File: src/rtl/svm_pkg.sv
`timescale 1ns / 1ps
package svm_pkg;

  localparam logic [5:0] OP_LEA  = 6'd0;
  localparam logic [5:0] OP_IMM  = 6'd1;
  localparam logic [5:0] OP_JMP  = 6'd2;
  localparam logic [5:0] OP_CALL = 6'd3;
  localparam logic [5:0] OP_JZ   = 6'd4;
  localparam logic [5:0] OP_JNZ  = 6'd5;
  localparam logic [5:0] OP_ENT  = 6'd6;
  localparam logic [5:0] OP_ADJ  = 6'd7;
  localparam logic [5:0] OP_LEV  = 6'd8;
  localparam logic [5:0] OP_LI   = 6'd9;
  localparam logic [5:0] OP_LC   = 6'd10;
  localparam logic [5:0] OP_SI   = 6'd11;
  localparam logic [5:0] OP_SC   = 6'd12;
  localparam logic [5:0] OP_PUSH = 6'd13;
  localparam logic [5:0] OP_OR   = 6'd14;
  localparam logic [5:0] OP_XOR  = 6'd15;
  localparam logic [5:0] OP_AND  = 6'd16;
  localparam logic [5:0] OP_EQ   = 6'd17;
  localparam logic [5:0] OP_NE   = 6'd18;
  localparam logic [5:0] OP_LT   = 6'd19;
  localparam logic [5:0] OP_GT   = 6'd20;
  localparam logic [5:0] OP_LE   = 6'd21;
  localparam logic [5:0] OP_GE   = 6'd22;
  localparam logic [5:0] OP_SHL  = 6'd23;
  localparam logic [5:0] OP_SHR  = 6'd24;
  localparam logic [5:0] OP_ADD  = 6'd25;
  localparam logic [5:0] OP_SUB  = 6'd26;
  localparam logic [5:0] OP_MUL  = 6'd27;
  localparam logic [5:0] OP_DIV  = 6'd28;
  localparam logic [5:0] OP_MOD  = 6'd29;
  localparam logic [5:0] OP_PRTF = 6'd33;
  localparam logic [5:0] OP_EXIT = 6'd37;

  localparam logic [2:0] ST_RUN   = 3'd0;
  localparam logic [2:0] ST_EXIT  = 3'd1;
  localparam logic [2:0] ST_BADOP = 3'd2;
  localparam logic [2:0] ST_DIV0  = 3'd3;
  localparam logic [2:0] ST_ADDR  = 3'd4;

  localparam logic [5:0] MD_MUL_LAST = 6'd3;
  localparam logic [5:0] MD_DIV_LAST = 6'd63;

  typedef enum logic [1:0] {
    MD_MUL,
    MD_DIV,
    MD_MOD
  } md_op_e;

  typedef struct packed {
    logic        start;
    md_op_e      op;
    logic [63:0] x;
    logic [63:0] y;
  } md_req_t;

  typedef struct packed {
    logic        done;
    logic [63:0] result;
  } md_rsp_t;

  function automatic logic [63:0] sext8(logic [63:0] v);
    return {{56{v[7]}}, v[7:0]};
  endfunction

endpackage

File: src/rtl/svm_muldiv.sv
`timescale 1ns / 1ps
module svm_muldiv
  import svm_pkg::*;
(
  input  logic    clk_i,
  input  logic    rst_ni,
  input  md_req_t req_i,
  output md_rsp_t rsp_o
);

  logic        busy_q, done_q, neg_q;
  md_op_e      kind_q;
  logic [5:0]  cnt_q;
  logic [63:0] acc_q, sh_q, den_q;
  logic [63:0] ux, uy, pp, rs;
  logic        nx, ny, last;

  assign nx   = req_i.x[63];
  assign ny   = req_i.y[63];
  assign ux   = nx ? 64'd0 - req_i.x : req_i.x;
  assign uy   = ny ? 64'd0 - req_i.y : req_i.y;
  assign pp   = 64'(den_q * sh_q[15:0]);
  assign rs   = {acc_q[62:0], sh_q[63]};
  assign last = (kind_q == MD_MUL) ? (cnt_q == MD_MUL_LAST) : (cnt_q == MD_DIV_LAST);

  always_ff @(posedge clk_i or negedge rst_ni) begin
    if (!rst_ni) begin
      busy_q <= 1'b0;
      done_q <= 1'b0;
    end else if (req_i.start) begin
      busy_q <= 1'b1;
      done_q <= 1'b0;
    end else if (busy_q && last) begin
      busy_q <= 1'b0;
      done_q <= 1'b1;
    end
  end

  always_ff @(posedge clk_i) begin
    if (req_i.start) begin
      kind_q <= req_i.op;
      cnt_q  <= '0;
      if (req_i.op == MD_MUL) begin
        acc_q <= '0;
        den_q <= req_i.x;
        sh_q  <= req_i.y;
        neg_q <= 1'b0;
      end else begin
        acc_q <= '0;
        den_q <= uy;
        sh_q  <= ux;
        neg_q <= (req_i.op == MD_DIV) ? (nx ^ ny) : nx;
      end
    end else if (busy_q) begin
      cnt_q <= cnt_q + 6'd1;
      if (kind_q == MD_MUL) begin
        acc_q <= acc_q + pp;
        den_q <= {den_q[47:0], 16'd0};
        sh_q  <= {16'd0, sh_q[63:16]};
      end else if (rs >= den_q) begin
        acc_q <= rs - den_q;
        sh_q  <= {sh_q[62:0], 1'b1};
      end else begin
        acc_q <= rs;
        sh_q  <= {sh_q[62:0], 1'b0};
      end
    end
  end

  always_comb begin
    rsp_o.done = done_q;
    case (kind_q)
      MD_MUL:  rsp_o.result = acc_q;
      MD_DIV:  rsp_o.result = neg_q ? 64'd0 - sh_q : sh_q;
      default: rsp_o.result = neg_q ? 64'd0 - acc_q : acc_q;
    endcase
  end

endmodule

File: config.mk
export PLATFORM = sky130hd
export DESIGN_NAME = svm_muldiv
export DESIGN_NICKNAME = d
export VERILOG_FILES = /design/src/rtl/svm_pkg.sv /design/src/rtl/svm_muldiv.sv
export SDC_FILE = /design/constraint.sdc
export NUM_CORES = 2
export LEC_CHECK = 0
export BUFFER_PORTS_ARGS = -buffer_cell sky130_fd_sc_hd__buf_2
export CORE_MARGIN = 3
export CORE_UTILIZATION = 55
export CTS_BUF_LIST = sky130_fd_sc_hd__clkbuf_8
export DETAILED_ROUTE_END_ITERATION = 16
export GPL_TIMING_DRIVEN = 0
export PLACE_DENSITY = 0.73
export SYNTH_ARGS = -nofsm -noshare
export SYNTH_HDL_FRONTEND = slang
export SYNTH_SLANG_ARGS = --single-unit
export TNS_END_PERCENT = 30
File: constraint.sdc
create_clock -name clk_i -period 11.93 [get_ports clk_i]
set_input_delay 1.7895 -clock clk_i [delete_from_list [all_inputs] [get_ports clk_i]]
set_output_delay 1.7895 -clock clk_i [all_outputs]
set_load 0.005 [all_outputs]
# Word level (Yosys, flattened, before mapping)
# Cells that the tools add are included.
# word_totals
output_inout_bits	65
elab_cells	51
inputBits	133
register_bits	203
# op_classes
n_reduce_logical	7
multipliers	1
n_addsub	7
n_bitwise	1
n_mux	22
eq_ne	4
n_lt_le_gt_ge	1
# ops
op	n
64-bit two-way mux	14
1-bit by 64-bit subtractor with 64-bit output, first input constant	4
64-bit one-hot mux with 2 select lines	1
64-bit adder	1
64-bit >= comparator	1
64-bit by 16-bit multiplier with 64-bit output	1
64-bit subtractor	1
1-bit two-way mux	7
6-bit by 1-bit adder with 6-bit output, second input constant	1
6-bit by 2-bit equality test with 1-bit output, second input constant	1
6-bit equality test, second input constant	1
2-bit nonzero test	3
2-bit by 1-bit equality test with 1-bit output, second input constant	2
2-bit zero test	2
2-bit AND reduction	1
1-bit logical AND	1
1-bit bitwise XOR	1

# Logic depth before layout (Yosys ltp)
# logic_depth
ltp_word	5
depth_mapped	28
mapped_depth_nobuf	25

# Worst setup path before layout
# OpenSTA, ideal clock, no wires.
# synth_timing
path_kind	flip-flop to flip-flop
startpoint	reg sh_q[7]
endpoint	reg acc_q[62]
stages_incl_launch_ff	27
synth_period_minus_slack_ns	6.839
setup_ns	0.119
path_buffers	4
slack_ns	5.091
required_time_ns	11.811
t_arrival_ns	6.720
cell_sequence	edfxtp_1 -> clkbuf_1 -> clkbuf_1 -> clkbuf_1 -> nand2_1 -> fa_1 -> inv_1 -> fa_1 -> fa_1 -> fa_1 -> fa_1 -> inv_1 -> fa_1 -> inv_1 -> ha_1 -> clkbuf_1 -> o21ai_0 -> o21ai_0 -> or3_1 -> a2111o_1 -> nand3_1 -> nand2_1 -> a41oi_1 -> o21ai_0 -> xnor2_1 -> o211ai_1 -> o221a_2
# synth_between
elab_chain_cells	3
# synth_lines
element	line	rtl
start, declared	svm_muldiv.sv:14	logic [63:0] acc_q, sh_q, den_q;
start signal, assigned	svm_muldiv.sv:46	sh_q <= req_i.y;
start signal, assigned	svm_muldiv.sv:51	sh_q <= ux;
start signal, assigned	svm_muldiv.sv:59	sh_q <= {16'd0, sh_q[63:16]};
64-bit by 16-bit multiplier with 64-bit output	svm_muldiv.sv:22	assign pp = 64'(den_q * sh_q[15:0]);
64-bit adder	svm_muldiv.sv:57	acc_q <= acc_q + pp;
64-bit two-way mux	svm_muldiv.sv:56	if (kind_q == MD_MUL) begin
end signal, assigned	svm_muldiv.sv:57	
end signal, assigned	svm_muldiv.sv:61	acc_q <= rs - den_q;
end signal, assigned	svm_muldiv.sv:64	acc_q <= rs;
end, declared	svm_muldiv.sv:14	
# Every way passes these cells.
# A chain may end at the register's enable or synchronous reset.

# Worst setup path in the final report
# layout_timing
startpoint	reg sh_q[10]
endpoint	reg acc_q[59]
# The elaborated chain is that of the path after synthesis.

==> impl_metrics.csv <==
group,metric,value,unit
floorplan,die_area,92900,sq um
routing,drt_iter0_drc,6049,
clocking,cts.repair.resized,0,
timing,holdWs,0.503,ns
routing,routedWlPerCell,28.7,um
floorplan,num_io_pins,198,
logic_synthesis,synthCells,6133,
hold_path,hp-class,"reg -> reg",
logic_synthesis,ys_types,86,
place,dp.cells,7489,
setup_path,critPathKind,"reg -> reg",
clocking,cts_setup_buffers,0,
layout,areaGrowthSynthToFinish,6.92,%
logic_synthesis,synth_top_area_cell,"fa_1",
outcome,violations,"capacitance limit, slew limit",
timing,finalWorstSetupSlack,1.72,ns
clocking,cts_tree,"done",
logic_synthesis,synth-edff-count,131,
floorplan,num_rows,108,
routing,antenna_left,0,
setup_path,cpMostUsedCell,"fa_1",
timing,fin_setup_tns,0,ns
place,dp_slack,2.01,ns
clocking,cts_hold_buffers,0,
place,portBuffers,197,
routing,dr_total_vias,47500,
global_route,grt_pass1_wl,317000,um
timing,finalCritPeriodShare,0.855,
clocking,clkSinkCount,203,
setup_path,worst_ep_arrival_time,10.71,ns
floorplan,core_area,87700,sq um
timing,max_freq,0.0980,GHz
clocking,htree_levels,2,
clocking,clk_pin_slew,0.07,ns
setup_path,cp-end-kind,"register",
logic_synthesis,synth_nets,7250,
logic_synthesis,ys_async_sr_fraction,0.00985,
timing,fin_skew,0.0398,ns
timing,rsz0062_at_grt,"false",
floorplan,chipWidth,305,um
timing,finalSetupViolCount,0,
global_route,antenna_found_initial,22,
place,gp_congestion,1.05,
clocking,root_buffer,"clkbuf_8",
timing,final_max_slew_viol_count,41,
setup_path,crit_buf_inv,6,
logic_synthesis,yosysWarnings,0,
setup_path,start_kind,"register",
timing,hold_viol,0,
routing,totalWireLength,217000,um
logic_synthesis,synth-main-ff-cell,"edfxtp_1",
setup_path,cp_slowest_cell,"o31ai_1",
timing,period_needed,10.21,ns
floorplan,start_util,0.560,
routing,dr.pass1.iters,8,
flow_run,drv_cap,4,
clocking,clock_latency,0.64,ns
setup_path,max_stage_delay,0.93,ns
global_route,grt_pass1_vias,47300,
setup_path,cp_max_fo,10,
routing,viasPerCell,6.27,
setup_path,cp_top_family,"adder cells",
logic_synthesis,syn_area,49100,sq um
place,post-dp-hpwl,179000,um
logic_synthesis,ys_seq_area_frac,0.110,
routing,drc_errors,0,
layout,nets,7492,
timing,slew_headroom,-0.0869,
clocking,ctsLongestPathBuffers,3,
logic_synthesis,synth_area_leaders,"fa_1, inv_1, edfxtp_1",
logic_synthesis,yosysTopAreaCellShare,0.332,
layout,drive_gt1_frac,0.0520,
timing,tightest_slew,1.63,ns
outcome,outcome,"complete, but fails checks",
logic_synthesis,synth_area_per_cell,8.01,sq um
setup_path,crit_required,12.44,ns
layout,layoutNonFillerInstCount,7575,
setup_path,reg2reg_slack,1.72,ns
clocking,numCtsBuffers,39,
logic_synthesis,ys_seq_elements,203,
global_route,grt_max_degree,65,
floorplan,die_h,305,um
global_route,grt_overflow,0,
global_route,grtUsageTotal,0.466,
metrics by stage:
| step | utilization | cell area (sq um) |
|---|---|---|
| 3_3_place_gp | 0.588 | 51500 |
| 4_1_cts | 0.598 | 52500 |
| 2_1_floorplan | - | 49100 |
| 6_report | 0.599 | 52500 |
| 3_5_place_dp | 0.589 | 51600 |
| 5_1_grt | 0.599 | 52500 |
logic make-up (layout without fill, tap and decap cells):
logic type | Yosys count | in the layout | synth area share
and+or+nand+nor | 1874 | 1874 | 0.176
buffers and inverters | 1530 | 1803 | 0.118
AOI/OAI and AO/OA | 1157 | 1157 | 0.151
adders and majority gates | 984 | 984 | 0.375
xor gates and xnor gates | 327 | 327 | 0.0583
DFF | 203 | 203 | 0.110
muxes | 58 | 58 | 0.0119
other | 0 | 14 | 0
synthesized netlist by cell type (32+ instances only):
master    number
inv_1       1143
nand2_1     1014
fa_1         815
clkbuf_1     339
o21ai_0      319
and2_1       263
a21oi_1      223
nor2_1       206
xor2_1       190
ha_1         169
o211ai_1     147
xnor2_1      137
edfxtp_1     131
nand3_1       83
o31ai_1       77
dfxtp_1       70
nor3_1        62
a21o_1        61
a211oi_1      57
mux2i_1       56
nand4_1       56
o22ai_1       44
buf_1         33
a31oi_1       32
sequential cells by signal, indices dropped and copies added, names as in the netlist:
name	cells
acc_q	64
done_q	1
busy_q	1
den_q	64
kind_q	2
sh_q	64
cnt_q	6
neg_q	1
per-layer routing:
metal  up-vias  track usage  share of wire
met5         -            0        0.00040
met4        12        0.314          0.086
met2      3365        0.687           0.41
met1     23300        0.601           0.37
met3       773        0.128           0.13
li1      20100            -              -
worst min-delay path, stage by stage, from the launching register on:
cell and delay, ns:
dfrtp_1 0.34, a31oi_1 0.05, nor2_1 0.07
worst paths after layout:
| kind | from | to | depth (start not counted) |
|---|---|---|---|
| worst max-delay path | sh_q[10] | acc_q[59] | 25 |
| worst min-delay path | done_q | done_q | 2 |
| worst max register to register | sh_q[10] | acc_q[59] | 25 |
| worst min register to register | done_q | done_q | 2 |
| max in group asynchronous | rst_ni | busy_q | 1 |
| min in group asynchronous | rst_ni | done_q | 1 |
layout make-up:
type	count	area, sq um
multi-input combinational	4400	38000
antenna	14	35.0
fill	8199	35200
clock inverter	30	250
timing repair buffer	201	1060
sequential	203	5390
clock buffer	42	578
buffer	386	1510
inverter	1144	4290
tap	1155	1450
cells in the final DEF (no fill, tap or decap), drive strengths merged, types with 18 or more instances in the layout:
cell type | netlist | layout
a211oi | 57 | 57
a21o | 61 | 61
a21oi | 223 | 223
a31oi | 32 | 32
and2 | 263 | 263
and3 | 18 | 18
buf | 46 | 247
clkbuf | 339 | 381
dfxtp | 70 | 70
edfxtp | 131 | 131
fa | 815 | 815
ha | 169 | 169
inv | 1144 | 1154
mux2i | 56 | 56
nand2 | 1014 | 1014
nand2b | 31 | 31
nand3 | 83 | 83
nand4 | 57 | 57
nor2 | 206 | 206
nor3 | 65 | 65
nor4 | 27 | 27
o211ai | 147 | 147
o21ai | 328 | 328
o21bai | 21 | 21
o22ai | 44 | 44
o31ai | 80 | 80
o41ai | 31 | 31
or3 | 36 | 36
or4 | 22 | 22
xnor2 | 137 | 137
xor2 | 190 | 190
Power is not shown: default switching activity piles up to over one toggle a cycle in this logic, so the estimate is an artifact.
